`config.mk`:
```
export PLATFORM = sky130hd
export DESIGN_NAME = mi3_queue
export DESIGN_NICKNAME = d
export VERILOG_FILES = /design/src/mi3_pkg.sv /design/src/mi3_queue.sv
export VERILOG_INCLUDE_DIRS = /design/src /design/src/src
export SDC_FILE = /design/constraint.sdc
export NUM_CORES = 2
export LEC_CHECK = 0
export ABC_AREA = 1
export BUFFER_PORTS_ARGS = -buffer_cell sky130_fd_sc_hd__buf_2
export CAP_MARGIN = 30
export CORE_AREA = 2 2 537 539
export DETAILED_ROUTE_END_ITERATION = 10
export DIE_AREA = 0 0 539 541
export PLACE_DENSITY = 0.6
export SYNTH_ARGS = -nofsm -noshare
export SYNTH_HDL_FRONTEND = slang
export SYNTH_SLANG_ARGS = --single-unit
```
`constraint.sdc`:
```
create_clock -name i_clk -period 17.86 [get_ports i_clk]
set_input_delay 1.786 -clock i_clk [delete_from_list [all_inputs] [get_ports i_clk]]
set_output_delay 1.786 -clock i_clk [all_outputs]
set_load 0.005 [all_outputs]
```
`src/matrix_inverse_3x3_assert.svh`:
```
// ----------------------------------------------------------------------------
// matrix_inverse_3x3 assertion macros
// shared concurrent assertion forms, clocked on i_clk and held off in reset
// ----------------------------------------------------------------------------
`ifndef MATRIX_INVERSE_3X3_ASSERT_SVH
`define MATRIX_INVERSE_3X3_ASSERT_SVH

// same-cycle implication
`define MI3_ASSERT(label, ante, cons, msg) \
    label: assert property (@(posedge i_clk) disable iff (!i_rst_n) (ante) |-> (cons)) \
        else $error(msg);

// next-cycle implication
`define MI3_ASSERT_NEXT(label, ante, cons, msg) \
    label: assert property (@(posedge i_clk) disable iff (!i_rst_n) (ante) |=> (cons)) \
        else $error(msg);

`endif

```
`src/mi3_pkg.sv`:
```
`timescale 1ns / 1ps
`default_nettype none
// ----------------------------------------------------------------------------
// mi3_pkg
// types, constants and helpers shared by the 3x3 matrix inverse
// ----------------------------------------------------------------------------
package mi3_pkg;

    // quotient bits produced by the divider, bit 32 down to bit 0
    localparam int C_QBITS = 33;

    // element indexes (row*3+col) of a, b, c, d for each cofactor a*b - c*d
    localparam logic [3:0] C_COF_IDX [9][4] = '{
        '{4'd4, 4'd8, 4'd5, 4'd7},
        '{4'd2, 4'd7, 4'd1, 4'd8},
        '{4'd1, 4'd5, 4'd2, 4'd4},
        '{4'd5, 4'd6, 4'd3, 4'd8},
        '{4'd0, 4'd8, 4'd2, 4'd6},
        '{4'd2, 4'd3, 4'd0, 4'd5},
        '{4'd3, 4'd7, 4'd4, 4'd6},
        '{4'd1, 4'd6, 4'd0, 4'd7},
        '{4'd0, 4'd4, 4'd1, 4'd3}
    };

    // one classified matrix waiting for division
    typedef struct packed {
        logic [8:0][63:0] amag;
        logic [8:0]       aneg;
        logic [97:0]      dmag;
        logic             dneg;
        logic             sing;
    } t_qitem;

    // sign and magnitude to a saturated signed 32-bit value
    function automatic logic [31:0] f_sat(input logic big, input logic [65:0] mag,
                                          input logic neg);
        logic [31:0] res;
        if (neg) begin
            if (big || mag > 66'h0_8000_0000) res = 32'h8000_0000;
            else res = 32'h0 - mag[31:0];
        end else begin
            if (big || mag > 66'h0_7FFF_FFFF) res = 32'h7FFF_FFFF;
            else res = mag[31:0];
        end
        return res;
    endfunction

endpackage
`default_nettype wire

```
`src/mi3_queue.sv`:
```
`timescale 1ns / 1ps
`default_nettype none
`include "matrix_inverse_3x3_assert.svh"
// ----------------------------------------------------------------------------
// mi3_queue
// short fifo between the classifying front and the divider back
// ----------------------------------------------------------------------------
module mi3_queue #(
    parameter int DEPTH = 4
) (
    input  logic            i_clk,
    input  logic            i_rst_n,
    input  logic            i_push,
    input  mi3_pkg::t_qitem i_data,
    output logic            o_full,
    input  logic            i_pop,
    output mi3_pkg::t_qitem o_data,
    output logic            o_empty
);
    import mi3_pkg::*;

    localparam int AW = (DEPTH > 1) ? $clog2(DEPTH) : 1;
    localparam int CW = $clog2(DEPTH + 1);

    t_qitem          r_mem [DEPTH];
    logic [AW-1:0]   r_wr;
    logic [AW-1:0]   r_rd;
    logic [CW-1:0]   r_cnt;

    assign o_full  = (r_cnt == CW'(DEPTH));
    assign o_empty = (r_cnt == '0);
    assign o_data  = r_mem[r_rd];

    always_ff @(posedge i_clk) begin
        if (i_push) begin
            r_mem[r_wr] <= i_data;
        end
    end

    always_ff @(posedge i_clk) begin
        if (!i_rst_n) begin
            r_wr  <= '0;
            r_rd  <= '0;
            r_cnt <= '0;
        end else begin
            if (i_push) begin
                r_wr <= (r_wr == AW'(DEPTH - 1)) ? '0 : r_wr + 1'b1;
            end
            if (i_pop) begin
                r_rd <= (r_rd == AW'(DEPTH - 1)) ? '0 : r_rd + 1'b1;
            end
            if (i_push && !i_pop) r_cnt <= r_cnt + 1'b1;
            else if (!i_push && i_pop) r_cnt <= r_cnt - 1'b1;
        end
    end

    `MI3_ASSERT(a_no_overflow, i_push, !o_full, "queue written while full")
    `MI3_ASSERT(a_no_underflow, i_pop, !o_empty, "queue read while empty")
    `MI3_ASSERT_NEXT(a_cnt_up, i_push && !i_pop, r_cnt == CW'($past(r_cnt) + 1'b1), "fill count lost a write")

endmodule
`default_nettype wire

```
==> out/metrics.yaml <==
status:
  status: "completed"
floorplanning:
  die_area_mm2: 0.292
  ios: 1376
  core-area_mm2: 0.286
  row_count: 197
  die_y_um: 541
  start_util_pct: 35.3
  die_x_um: 539
global_routing:
  grt_first_pass_wirelength_um: 416000
  grt_pass1_vias: 60000
  grt_max_degree: 226
  antenna_found_initial: 207
  grt_use_total_pct: 19.1
  grt_overflow: 0
sta:
  rsz0062_at_grt: "false"
  tightest_slew_ns: 1.15
  min_period_ns: 7.63
  setup_tns_ns: 0
  timing_hold_violations_final: 0
  period_share_pct: 42.7
  max-slew-margin-rel_pct: 23.4
  clock_skew_ns: 0.0390
  slew_violations: 0
  max_freq_mhz: 131
  setup_viol: 0
clocking:
  clockBufferDepth: 4
  cts_htree_levels: 5
  cts_buffers: 292
  clock-root-buffer: "clkbuf_16"
  cts_setup_buffers: 0
  postCtsResizedCells: 0
  clk_latency_ns: 0.85
  cts_tree: "done"
  ctsHoldBuffers: 0
  clock_sinks: 2749
  clkTransAtPathRegs_ns: 0.06
worst_setup_path:
  worstPathRequired_ns: 16.07
  critPathArrivalTime_ns: 5.84
  path_class: "register to output port"
  r2r_cells: 7
  regToRegEndpoint: "r_mem[3][599]"
  cp-start-kind: "register"
  r2r_start: "r_wr[0]"
  rrSetupSlack_ns: 12.85
  worst-path-max-fanout: 71
  end_kind: "output port"
synth:
  yosysWarnings: 0
  synth_fp_nets: 7377
  syn_inst: 6681
  synth_seq_cells: 2749
  syn_area_per_cell_um2: 15.1
  ys_types: 21
  syn_area_mm2: 0.101
  ys_seq_area_share_pct: 81.6
power_and_ir_drop:
  pwr-share-comb_pct: 9.4
  p_seq_share_pct: 50.7
  power-per-cell-area_mw_per_mm2: 121
  switchingPower_w: 0.00349
  ir_worst_vdd_uv: 95.3
  power_w: 0.0147
  leakagePower_nw: 41.3
  clockPowerShare_pct: 39.9
  p_int_w: 0.0112
  p_sw_share_pct: 23.7
route:
  drt-total-wl_um: 294000
  wl_per_cell_um: 24.3
  vias: 63500
  dr.pass1.iters: 6
  postRouteAntennaNets: 0
  drc: 0
  drt_iter0_markers: 5939
  viasPerCell: 5.26
hold_path:
  hold_end: "r_wr[1]"
  hold_path.class: "register to register"
  hold_path_depth: 2
  hp-start: "r_wr[1]"
cells_and_area:
  finalNetCount: 8684
  final_common_cell: "edfxtp_1"
  most-common-layout-cells: "edfxtp_1 (2740), nor2_1 (1378), buf_2 (1375)"
  fill_cells: 25700
  layout.cells.non_filler: 12100
  stdcell_area_mm2: 0.121
  area_growth_pct: 20.0
  utilization_pct: 42.3
  drive_gt1_share_pct: 22.7
placed_design:
  postPlaceCellArea_mm2: 0.112
  hpwl_um: 185000
  placed_cells_incl_taps: 11500
  port_buffers: 1375
  place_congestion: 0.860
job:
  drv_cap: 0
-- flip-flops by register name, indices dropped and copies added (netlist names), named ones only --
signal	flops
r_cnt	3
r_mem	2740
r_rd	2
r_wr	2
-- layout make-up --
class                           instances  area [µm²]  area share [%]
Inverter                               16         105          0.0867
Multi-Input combinational cell       3461       16500            13.6
Antenna cell                           90         225           0.186
Clock buffer                          375        7700            6.36
Clock inverter                        143        1570            1.29
Sequential cell                      2749       82500            68.1
Timing Repair Buffer                 1468        7840            6.47
Tap cell                             3781        4730            3.90
-- routing by layer --
metal	wire [µm]	GRT usage, %	part of all wire (%)	vias up
met3	34200	8.19	12	726
met5	999	0	0.34	-
met4	11700	7.74	4.0	152
met2	135000	29.8	46	2849
met1	112000	23.3	38	31500
li1	-	-	-	28300
-- cells in the mapped netlist (all sizes together) --
master / number / area share (%)
edfxtp: 2740 / 81
xor2: 1 / 0.0087
ha: 6 / 0.074
o22ai: 685 / 4.2
a21oi: 3 / 0.015
o21ai: 1373 / 6.8
nor2: 1378 / 5.1
nand4: 1 / 0.0062
dfxtp: 9 / 0.18
nand2: 8 / 0.030
inv: 16 / 0.059
fa: 1 / 0.020
buf: 191 / 0.97
nor3: 4 / 0.020
clkbuf: 264 / 0.98
nand3: 1 / 0.0050
-- logic make-up (layout without fill, tap and decap cells) --
group	after synthesis	after routing	share of synthesized area, %
flip-flops	2749	2749	81.6
AO/OA/AOI/OAI	2061	2061	11.1
AND/OR/NAND/NOR	1392	1392	5.18
buffers and inverters	471	2002	2.01
adder cells (fa/ha/maj)	7	7	0.0941
XOR/XNOR	1	1	0.00867
other	0	90	0
-- per-stage QoR --
step / worst slack (ns) / hold slack (ns)
floorplan: 1.90 / 0.490
finish: 10.23 / 0.538
global route: 9.87 / 0.581
global placement: 11.00 / 0.500
detailed placement: 10.93 / 0.534
CTS: 9.92 / 0.542
-- how the worst max path moves through the flow --
stage | end | from | cells past startpoint | slack [ns]
4_1_cts | o_data[593] | register | 8 | 9.92
6_report | o_data[459] | register | 8 | 10.23
3_3_place_gp | o_data[593] | register | 8 | 11.00
5_1_grt | o_data[579] | register | 8 | 9.87
2_1_floorplan | r_mem[3][0] | i_push | 2 | 1.90
3_5_place_dp | o_data[593] | register | 8 | 10.93
-- power groups by stage --
stage / combinational, W / sequential [W] / clock [W]
floorplan: 0.000639 / 0.00775 / 0
global placement: 0.00136 / 0.00758 / 0
detailed placement: 0.00138 / 0.00759 / 0
CTS: 0.00139 / 0.00745 / 0.00599
global route: 0.00150 / 0.00747 / 0.00624
finish: 0.00138 / 0.00745 / 0.00588
-- worst max-delay path, cell delays in order, from the launching register on --
cell and delay, ns:
dfxtp_4 0.69, buf_4 0.59, buf_4 0.62, buf_4 0.71, buf_4 0.74, buf_4 0.70
o21ai_0 0.22, o22ai_1 0.22, buf_2 0.18
Power figures use the tool's default switching activity.
